===== config.mk =====
export PLATFORM = sky130hd
export DESIGN_NAME = time_span_text_parser
export DESIGN_NICKNAME = d
export VERILOG_FILES = /design/src/rtl/tsp_pkg.sv /design/src/rtl/tsp_parser.sv /design/src/rtl/tsp_ticks.sv /design/src/rtl/time_span_text_parser.sv
export SDC_FILE = /design/constraint.sdc
export NUM_CORES = 2
export LEC_CHECK = 0
export ABC_CLOCK_PERIOD_IN_PS = 20000
export BUFFER_PORTS_ARGS = -buffer_cell sky130_fd_sc_hd__buf_4
export CAP_MARGIN = 20
export CORE_MARGIN = 1.5
export CORE_UTILIZATION = 45
export DETAILED_ROUTE_END_ITERATION = 12
export GPL_ROUTABILITY_DRIVEN = 0
export GPL_TIMING_DRIVEN = 0
export SLEW_MARGIN = 5
export SYNTH_ARGS = -nofsm -noshare
export SYNTH_HDL_FRONTEND = slang
export SYNTH_SLANG_ARGS = --single-unit

===== constraint.sdc =====
create_clock -name clk -period 20 [get_ports clk]
set_input_delay 6 -clock clk [delete_from_list [all_inputs] [get_ports clk]]
set_output_delay 6 -clock clk [all_outputs]
set_load 0.1 [all_outputs]

===== src/rtl/tsp_pkg.sv =====
// Shared types, codes and constants for the time span text parser.
`timescale 1ns / 1ps

package tsp_pkg;

  // Default width of the character position counters
  localparam int DEF_POSITION_WIDTH = 16;

  // Character codes
  localparam logic [15:0] CH_SPACE = 16'h0020;
  localparam logic [15:0] CH_TAB   = 16'h0009;
  localparam logic [15:0] CH_MINUS = 16'h002D;
  localparam logic [15:0] CH_DOT   = 16'h002E;
  localparam logic [15:0] CH_COLON = 16'h003A;
  localparam logic [15:0] CH_ZERO  = 16'h0030;
  localparam logic [15:0] CH_NINE  = 16'h0039;

  // Parse phases; a number phase is odd once a sign or digit was seen
  localparam logic [3:0] PH_LEAD     = 4'd0;
  localparam logic [3:0] PH_DONE     = 4'd1;
  localparam logic [3:0] PH_FIRST    = 4'd2;
  localparam logic [3:0] PH_HOURS    = 4'd4;
  localparam logic [3:0] PH_MINUTES  = 4'd6;
  localparam logic [3:0] PH_SECONDS  = 4'd8;
  localparam logic [3:0] PH_FRACTION = 4'd10;
  localparam logic [3:0] PH_NUM_LAST = 4'd11;

  // Number index within the string
  localparam logic [2:0] K_FIRST   = 3'd0;
  localparam logic [2:0] K_HOURS   = 3'd1;
  localparam logic [2:0] K_MINUTES = 3'd2;
  localparam logic [2:0] K_SECONDS = 3'd3;

  // Result status codes
  localparam logic [1:0] ST_OK       = 2'd0;
  localparam logic [1:0] ST_INVALID  = 2'd1;
  localparam logic [1:0] ST_NO_COLON = 2'd2;
  localparam logic [1:0] ST_OVERFLOW = 2'd3;

  // Range limits
  localparam logic [31:0] MAX_HOUR     = 32'd23;
  localparam logic [31:0] MAX_MIN_SEC  = 32'd59;
  localparam logic [31:0] MAX_FRACTION = 32'd9999999;

  // Tick scaling
  localparam logic [16:0] SECS_PER_HOUR = 17'd3600;
  localparam logic [16:0] SECS_PER_MIN  = 17'd60;
  localparam logic [23:0] TICKS_PER_SEC = 24'(1000 * 10000);
  localparam logic [39:0] TICKS_PER_DAY = 40'd864000000000;
  localparam int          DAY_SPLIT     = 20;
  localparam logic [19:0] TPD_LO        = TICKS_PER_DAY[19:0];
  localparam logic [19:0] TPD_HI        = TICKS_PER_DAY[39:20];

  // Fields of a finished string, handed from the parser to the tick pipeline
  typedef struct packed {
    logic [1:0]  status;
    logic        neg;
    logic [30:0] day;
    logic [4:0]  hour;
    logic [5:0]  minute;
    logic [5:0]  second;
    logic [23:0] frac;
    logic [15:0] stop;
  } tsp_rec_t;

  // Result word fields, status in the lowest bits
  typedef struct packed {
    logic [15:0] stop;
    logic [63:0] ticks;
    logic [1:0]  status;
  } tsp_res_t;

endpackage


===== src/rtl/tsp_parser.sv =====
// Character-by-character parse of the span text into day, h, m, s and fraction.
`timescale 1ns / 1ps

module tsp_parser import tsp_pkg::*; #(
  parameter int POSITION_WIDTH = DEF_POSITION_WIDTH
) (
  input  logic        clk,
  input  logic        rst,
  input  logic        in_valid,
  output logic        in_ready,
  input  logic [15:0] in_char,
  input  logic        in_present,
  input  logic        in_last,
  output logic        rec_valid,
  input  logic        rec_ready,
  output tsp_rec_t    rec
);

  localparam int PW = POSITION_WIDTH;

  typedef struct packed {
    logic [3:0]    phase;
    logic          span_neg;
    logic          num_neg;
    logic [31:0]   acc;
    logic [30:0]   day;
    logic [4:0]    hour;
    logic [5:0]    minute;
    logic [5:0]    second;
    logic [23:0]   frac;
    logic [1:0]    err;
    logic [PW-1:0] stop;
    logic [PW-1:0] first;
  } pstate_t;

  pstate_t       st;
  logic [PW-1:0] pos;
  pstate_t       s_char;
  pstate_t       s_end;
  logic [PW-1:0] pos_next;
  logic [15:0]   stop16;
  logic          take;

  function automatic logic [PW-1:0] sat_inc(input logic [PW-1:0] p);
    return (p == '1) ? p : p + PW'(1);
  endfunction

  function automatic pstate_t stop_at(input pstate_t s, input logic [1:0] code,
                                      input logic [PW-1:0] p);
    pstate_t n;
    n = s;
    n.err = code;
    n.stop = p;
    n.phase = PH_DONE;
    return n;
  endfunction

  function automatic pstate_t start_num(input pstate_t s, input logic [3:0] ph);
    pstate_t n;
    n = s;
    n.acc = '0;
    n.num_neg = 1'b0;
    n.phase = ph;
    return n;
  endfunction

  function automatic pstate_t finish(input pstate_t s, input logic [23:0] f,
                                     input logic [PW-1:0] p);
    pstate_t n;
    n = s;
    n.frac = f;
    n.err = ST_OK;
    n.stop = p;
    n.phase = PH_DONE;
    return n;
  endfunction

  // One parse step; has low means end of string
  function automatic pstate_t feed(input pstate_t s, input logic has,
                                   input logic [15:0] c, input logic [PW-1:0] p);
    pstate_t     n;
    logic        blank;
    logic        minus;
    logic        digit;
    logic        dot;
    logic        colon;
    logic        run;
    logic        skip;
    logic        ok;
    logic [2:0]  k;
    logic [3:0]  rel;
    logic [35:0] acc10;
    logic [31:0] v;
    n = s;
    blank = has && (c == CH_SPACE || c == CH_TAB);
    minus = has && (c == CH_MINUS);
    digit = has && (c >= CH_ZERO) && (c <= CH_NINE);
    dot = has && (c == CH_DOT);
    colon = has && (c == CH_COLON);
    run = 1'b1;

    // Leading blanks and the span sign
    if (s.phase == PH_LEAD) begin
      if (blank) begin
        run = 1'b0;
      end else if (minus) begin
        n.span_neg = 1'b1;
        n.first = sat_inc(p);
        n = start_num(n, PH_FIRST);
        run = 1'b0;
      end else begin
        n.first = p;
        n = start_num(n, PH_FIRST);
      end
    end

    rel = n.phase - PH_FIRST;
    k = rel[3:1];
    skip = !n.phase[0] && blank;
    acc10 = ({4'b0, n.acc} << 3) + ({4'b0, n.acc} << 1) + 36'(c[3:0]);
    ok = n.num_neg ? (n.acc == '0) : !n.acc[31];
    v = n.num_neg ? '0 : n.acc;

    if (run && n.phase >= PH_FIRST && n.phase <= PH_NUM_LAST && !skip) begin
      priority if (!n.phase[0] && minus) begin
        n.num_neg = 1'b1;
        n.phase[0] = 1'b1;
      end else if (digit) begin
        if (|acc10[35:32]) begin
          n = stop_at(n, ST_INVALID, p);
        end else begin
          n.acc = acc10[31:0];
          n.phase[0] = 1'b1;
        end
      end else begin
        // Number ends here: range check and separator
        unique case (k)
          K_FIRST: begin
            if (!ok) begin
              n = stop_at(n, ST_INVALID, p);
            end else if (dot) begin
              n.day = v[30:0];
              n = start_num(n, PH_HOURS);
            end else if (v > MAX_HOUR) begin
              n = stop_at(n, ST_INVALID, n.first);
            end else begin
              n.hour = v[4:0];
              n.day = '0;
              n = colon ? start_num(n, PH_MINUTES) : stop_at(n, ST_NO_COLON, p);
            end
          end
          K_HOURS: begin
            if (!ok || v > MAX_HOUR) begin
              n = stop_at(n, ST_INVALID, p);
            end else begin
              n.hour = v[4:0];
              n = colon ? start_num(n, PH_MINUTES) : stop_at(n, ST_NO_COLON, p);
            end
          end
          K_MINUTES: begin
            if (!ok || v > MAX_MIN_SEC) begin
              n = stop_at(n, ST_INVALID, p);
            end else begin
              n.minute = v[5:0];
              n = colon ? start_num(n, PH_SECONDS) : stop_at(n, ST_NO_COLON, p);
            end
          end
          K_SECONDS: begin
            if (!ok || v > MAX_MIN_SEC) begin
              n = stop_at(n, ST_INVALID, p);
            end else begin
              n.second = v[5:0];
              n = dot ? start_num(n, PH_FRACTION) : finish(n, '0, p);
            end
          end
          default: begin
            if (!ok || v > MAX_FRACTION) begin
              n = stop_at(n, ST_INVALID, p);
            end else begin
              n = finish(n, v[23:0], p);
            end
          end
        endcase
      end
    end
    return n;
  endfunction

  // Step on the character, then on the end of string
  assign take     = in_valid && in_ready;
  assign pos_next = in_present ? sat_inc(pos) : pos;
  assign s_char   = in_present ? feed(st, 1'b1, in_char, pos) : st;
  assign s_end    = feed(s_char, 1'b0, '0, pos_next);

  // Saturate the stop point to the result field
  generate
    if (PW > 16) begin : g_sat
      assign stop16 = (|s_end.stop[PW-1:16]) ? 16'hFFFF : s_end.stop[15:0];
    end else begin : g_ext
      assign stop16 = 16'(s_end.stop);
    end
  endgenerate

  assign in_ready   = rec_ready;
  assign rec_valid  = in_valid && in_last;
  assign rec.status = s_end.err;
  assign rec.neg    = s_end.span_neg;
  assign rec.day    = s_end.day;
  assign rec.hour   = s_end.hour;
  assign rec.minute = s_end.minute;
  assign rec.second = s_end.second;
  assign rec.frac   = s_end.frac;
  assign rec.stop   = stop16;

  // Advance parse state; clear it after the last word of a string
  always_ff @(posedge clk) begin
    if (rst) begin
      st  <= '0;
      pos <= '0;
    end else if (take) begin
      if (in_last) begin
        st  <= '0;
        pos <= '0;
      end else begin
        st  <= s_char;
        pos <= pos_next;
      end
    end
  end

  a_restart: assert property (@(posedge clk) disable iff (rst)
    take && in_last |=> st.phase == PH_LEAD && pos == '0)
    else $error("parse state not cleared after end of string");

  a_end_done: assert property (@(posedge clk) disable iff (rst)
    rec_valid |-> s_end.phase == PH_DONE)
    else $error("end of string left parse unfinished");

endmodule


===== src/rtl/tsp_ticks.sv =====
// Tick total pipeline: scale day and h:m:s, add, check overflow, apply sign.
`timescale 1ns / 1ps

module tsp_ticks import tsp_pkg::*; (
  input  logic     clk,
  input  logic     rst,
  input  logic     rec_valid,
  output logic     rec_ready,
  input  tsp_rec_t rec,
  output logic     out_valid,
  input  logic     out_ready,
  output tsp_res_t res
);

  localparam int DP = 31 + DAY_SPLIT;

  logic          a_v, b_v, c_v, o_v;
  logic          a_rdy, b_rdy, c_rdy, o_adv;
  logic [DP-1:0] a_day_lo, a_day_hi;
  logic [16:0]   a_hms;
  logic [23:0]   a_frac, b_frac;
  logic          a_neg, b_neg, c_neg;
  logic [1:0]    a_st, b_st, c_st;
  logic [15:0]   a_stop, b_stop, c_stop;
  logic [70:0]   b_day;
  logic [40:0]   b_rest;
  logic [71:0]   c_sum;
  logic [62:0]   c_total;
  logic          c_ovf;
  logic [1:0]    st_final;
  logic [63:0]   mag;
  tsp_res_t      res_next;

  // Stall chain: a stage moves when the one after it is empty or moving
  assign o_adv     = !o_v || out_ready;
  assign c_rdy     = !c_v || o_adv;
  assign b_rdy     = !b_v || c_rdy;
  assign a_rdy     = !a_v || b_rdy;
  assign rec_ready = a_rdy;

  always_ff @(posedge clk) begin
    if (rst) begin
      a_v <= 1'b0;
      b_v <= 1'b0;
      c_v <= 1'b0;
      o_v <= 1'b0;
    end else begin
      if (a_rdy) a_v <= rec_valid;
      if (b_rdy) b_v <= a_v;
      if (c_rdy) c_v <= b_v;
      if (o_adv) o_v <= c_v;
    end
  end

  // Stage a: split day product, seconds of the day
  always_ff @(posedge clk) begin
    if (a_rdy && rec_valid) begin
      a_day_lo <= DP'(rec.day) * DP'(TPD_LO);
      a_day_hi <= DP'(rec.day) * DP'(TPD_HI);
      a_hms    <= 17'(rec.hour) * SECS_PER_HOUR + 17'(rec.minute) * SECS_PER_MIN
                  + 17'(rec.second);
      a_frac   <= rec.frac;
      a_neg    <= rec.neg;
      a_st     <= rec.status;
      a_stop   <= rec.stop;
    end
  end

  // Stage b: join day product, scale seconds to ticks
  always_ff @(posedge clk) begin
    if (b_rdy && a_v) begin
      b_day  <= {a_day_hi, {DAY_SPLIT{1'b0}}} + 71'(a_day_lo);
      b_rest <= 41'(a_hms) * 41'(TICKS_PER_SEC);
      b_frac <= a_frac;
      b_neg  <= a_neg;
      b_st   <= a_st;
      b_stop <= a_stop;
    end
  end

  // Stage c: total and overflow above the signed 64-bit maximum
  assign c_sum = 72'(b_day) + 72'(b_rest) + 72'(b_frac);

  always_ff @(posedge clk) begin
    if (c_rdy && b_v) begin
      c_total <= c_sum[62:0];
      c_ovf   <= |c_sum[71:63];
      c_neg   <= b_neg;
      c_st    <= b_st;
      c_stop  <= b_stop;
    end
  end

  // Output register: final status, signed ticks, zero on error
  always_comb begin
    if (c_st != ST_OK) begin
      st_final = c_st;
    end else if (c_ovf) begin
      st_final = ST_OVERFLOW;
    end else begin
      st_final = ST_OK;
    end
    mag = {1'b0, c_total};
    res_next.status = st_final;
    res_next.stop   = c_stop;
    if (st_final != ST_OK) begin
      res_next.ticks = '0;
    end else if (c_neg) begin
      res_next.ticks = 64'd0 - mag;
    end else begin
      res_next.ticks = mag;
    end
  end

  always_ff @(posedge clk) begin
    if (o_adv && c_v) begin
      res <= res_next;
    end
  end

  assign out_valid = o_v;

  a_err_zero: assert property (@(posedge clk) disable iff (rst)
    o_v && res.status != ST_OK |-> res.ticks == '0)
    else $error("nonzero ticks with error status");

  a_hold_a: assert property (@(posedge clk) disable iff (rst)
    a_v && !b_rdy |=> a_v && $stable(a_hms))
    else $error("stage a lost or changed while stalled");

  a_full_only: assert property (@(posedge clk) disable iff (rst)
    !rec_ready |-> a_v && b_v && c_v && o_v && !out_ready)
    else $error("input stalled with room in the pipeline");

endmodule


===== src/rtl/time_span_text_parser.sv =====
// Top level of the time span text parser: stream ports around parser and tick pipeline.
//
//  channel | dir | handshake          | payload
//  s_*     | in  | s_tvalid/s_tready  | tdata text_char, tuser char_present, tlast last_char
//  m_*     | out | m_tvalid/m_tready  | tdata parse_status, tick_count, stop_position
//
// One character word is taken per cycle while s_tready is high; the parse state updates in that cycle.
// A result word for a word with tlast is registered through the three tick multiply and add
// stages and the output register, and a stall can hold it in any of them.
// rst is synchronous and clears the parse state and the pipeline valids.
// With m_tready low the pipeline holds up to four results before s_tready drops.
`timescale 1ns / 1ps

module time_span_text_parser import tsp_pkg::*; #(
  parameter int POSITION_WIDTH = DEF_POSITION_WIDTH
) (
  input  logic        clk,
  input  logic        rst,
  input  logic        s_tvalid,
  output logic        s_tready,
  input  logic [15:0] s_tdata,   // [15:0] text_char
  input  logic        s_tuser,   // [0] char_present
  input  logic        s_tlast,
  output logic        m_tvalid,
  input  logic        m_tready,
  output logic [87:0] m_tdata    // [1:0] parse_status, [65:2] tick_count,
                                 // [81:66] stop_position, [87:82] zero
);

  logic     rec_valid;
  logic     rec_ready;
  tsp_rec_t rec;
  tsp_res_t res;

  tsp_parser #(
    .POSITION_WIDTH(POSITION_WIDTH)
  ) u_parser (
    .clk       (clk),
    .rst       (rst),
    .in_valid  (s_tvalid),
    .in_ready  (s_tready),
    .in_char   (s_tdata),
    .in_present(s_tuser),
    .in_last   (s_tlast),
    .rec_valid (rec_valid),
    .rec_ready (rec_ready),
    .rec       (rec)
  );

  tsp_ticks u_ticks (
    .clk      (clk),
    .rst      (rst),
    .rec_valid(rec_valid),
    .rec_ready(rec_ready),
    .rec      (rec),
    .out_valid(m_tvalid),
    .out_ready(m_tready),
    .res      (res)
  );

  // Pack the result word, pad to whole bytes
  assign m_tdata = {6'b0, res};

endmodule

==> results.py <==
metrics = {
    "sta": {
        "hold_viol": 0,
        "max_freq_mhz": 51.2,
        "slew_violations": 0,
        "skew_ns": 0.0408,
        "relSlewSlack_pct": 20.6,
        "finalSetupViolations": 0,
        "timing.final.crit_share_pct": 97.6,
        "worstMarginPinSlew_ns": 1.19,
        "hold_slack_ns": 0.409,
        "fin_crit_ns": 19.51,
    },
    "power": {
        "pwr_density_cell_nw_per_um2": 68.7,
        "finalPower_uw": 4020,
        "ir_worst_vdd_v": 0.0000989,
        "p_leak_uw": 0.0260,
    },
    "flow_run": {
        "max-cap-violations": 0,
    },
    "synthesis": {
        "yosys.cell_count.top_type": "inv_1",
        "syn_area_per_cell_um2": 9.80,
        "synth_area_leader_cell": "edfxtp_1",
        "synth_edf_count": 444,
        "synth_area_um2": 52300,
        "synth.distinct_cells": 93,
        "ys_seq_area_share_pct": 31.8,
        "synth.top_cell.area_share_pct": 25.5,
        "syn_inst": 5334,
        "async_reset_ff_share_pct": 0,
        "synth_area_leaders": "edfxtp_1 (26%), ha_1 (17%), fa_1 (13%), dfxtp_1 (6.3%), inv_1 (5.4%)",
        "synth.yosys.warnings": 0,
        "ys_dominant_reg_cell": "edfxtp_1",
        "ys_ff_latch": 608,
        "yosys-top-cells-count": "inv_1 (746), ha_1 (690), nor2_1 (471), edfxtp_1 (444), fa_1 (340)",
    },
    "drt": {
        "drtIter0Drc": 3424,
        "num_vias": 40147,
        "viasPerCell": 5.61,
        "drcViolationCount": 0,
        "ant_nets": 0,
        "routed_wl_mm": 142,
        "drt_first_pass_iters": 9,
        "routedWlPerCell_um": 19.9,
    },
    "run_status": {
        "status": "completed",
    },
    "global_routing": {
        "grt_max_degree": 62,
        "grt_pass1_vias": 39126,
        "antenna_found_initial": 2,
        "grt_pass1_wl_mm": 221,
        "grt_use_total_pct": 24.0,
        "grt_overflow": 0,
    },
    "clock_network": {
        "cts_buffer_depth": 3,
        "clock_latency_ns": 0.65,
        "numCtsBuffers": 72,
        "cts_sinks": 608,
        "cts_tree": "yes",
        "ctsHtreeMaxLevel": 3,
        "postCtsHoldBufs": 0,
        "cts_root_buf": "clkbuf_16",
        "clkTransAtPathRegs_ns": 0.06,
    },
    "layout": {
        "final_area_um2": 58500,
        "finalNonFillerCells": 7155,
        "fin_nets": 6636,
        "layout-drive-gt1-share_pct": 8.00,
        "area_growth_pct": 12.0,
        "final_util_pct": 51.0,
    },
    "worst_setup_path": {
        "crit_arrival_ns": 19.89,
        "rr_worst_depth": 57,
        "startpoint": "s_tdata[8]",
        "worstPathMaxFanout": 19,
        "slowest_delay_ns": 0.53,
        "r2r-start": "u_parser.st[143]",
        "cp_data_required_time_ns": 20.38,
        "end_kind": "flip-flop",
        "path_class": "input pin to flip-flop",
        "worstSetupStartpointType": "input pin",
        "crit_slowest_cell": "fa_1",
    },
    "min_path": {
        "hold_start": "u_ticks.a_day_lo[17]",
        "min_path_cells": 0,
        "hold_path.class": "flip-flop to flip-flop",
    },
    "floorplanning": {
        "initial_core_util_pct": 45.5,
        "die_y_um": 344,
        "rows": 124,
        "core-area_um2": 115000,
        "io_pins": 112,
        "die_w_um": 344,
        "die_area_um2": 118000,
    },
    "place": {
        "place_hpwl_mm": 112,
        "dpl-instance-area_um2": 55300,
        "port_buffers": 103,
        "dpl.cell_count": 6973,
    },
}
-- placed cells by master (no fill, tap or decap), drive strengths merged, types with 35 or more instances in the layout --
cell type	instances
inv	739
ha	690
nor2	472
edfxtp	444
fa	340
a21oi	336
nand2	274
clkbuf	233
o21ai	208
buf	199
xnor2	179
dfxtp	164
xor2	153
a22oi	112
nor3	96
nand3	92
a21o	76
nand2b	55
and2	53
or3	46
o22ai	45
and3	43
o21bai	37
nor2b	35
-- worst max-delay path: cells and delay by family --
kind,cells,cell delay (ns)
AOI/OAI and AO/OA,18,4.53
xor gates and xnor gates,1,0.08
adders and majority gates,9,3.43
buffers and inverters,15,2.45
and+or+nand+nor,15,3.36
-- power breakdown --
| group | internal [uW] | leakage (uW) | switching [uW] |
|---|---|---|---|
| Sequential | 1460 | 0.00542 | 29.0 |
| Clock | 776 | 0.00112 | 546 |
| Combinational | 466 | 0.0194 | 745 |
| Total | 2700 | 0.0260 | 1320 |
-- metrics by stage --
stage               setup WS [ns]  TNS [ns]
global route              -0.0216   -0.0577
global placement            -4.42   -153.99
finish                      0.487         0
detailed placement          -4.49   -145.74
floorplan                   0.613         0
CTS                       0.00180         0
-- path summary, 6_finish.rpt --
kind | end | slack (ns)
worst max-delay path | u_ticks.a_day_hi[50] | 0.49
worst min-delay path | u_ticks.b_day[17] | 0.41
worst max register to register | u_ticks.a_day_hi[50] | 5.16
worst min register to register | u_ticks.b_day[17] | 0.41
-- sequential cells by signal, indices dropped and copies added (netlist names), 17 cells and up --
signal	cells
u_parser.st	144
u_ticks.res	82
u_ticks.c_total	63
u_ticks.b_day	57
u_ticks.a_day_hi	48
u_ticks.a_day_lo	37
u_ticks.b_rest	34
u_ticks.a_frac	24
u_ticks.b_frac	24
u_ticks.a_hms	17
-- per-layer routing --
layer	track usage [%]	vias up	part of all wire (%)
met1	33.8	19397	45
met4	7.25	0	2.9
met5	0	-	0
li1	-	19097	-
met2	38.3	1402	45
met3	3.44	251	6.9
-- area by class of cell --
type,count,area [um^2]
inverter,746,2850
clock inverter,29,342
sequential,608,16600
clock buffer,101,1990
antenna,3,7.51
buffer,161,678
timing repair buffer,170,1460
fill,10572,56300
tap,1512,1890
multi-input combinational,3824,32700
timing repair inverter,1,5.00
-- kinds of logic after synthesis --
| group | after synthesis | synth area share, % |
|---|---|---|
| xor gates and xnor gates | 332 | 5.56 |
| AOI/OAI and AO/OA | 1103 | 13.7 |
| other | 1 | 0.00717 |
| DFF | 608 | 31.8 |
| adders and majority gates | 1030 | 29.5 |
| and+or+nand+nor | 1313 | 12.1 |
| muxes | 39 | 0.788 |
| buffers and inverters | 908 | 6.59 |
-- what timing repair did --
| action | in CTS | in global routing |
|---|---|---|
| setup buffers | 16 | 32 |
| setup endpoints to repair | 58 | 18 |
| gates resized for setup | 61 | 66 |
| gates cloned | 0 | 2 |
| pin swaps | 7 | 16 |
No activity file was read; power rests on OpenSTA's default activity.
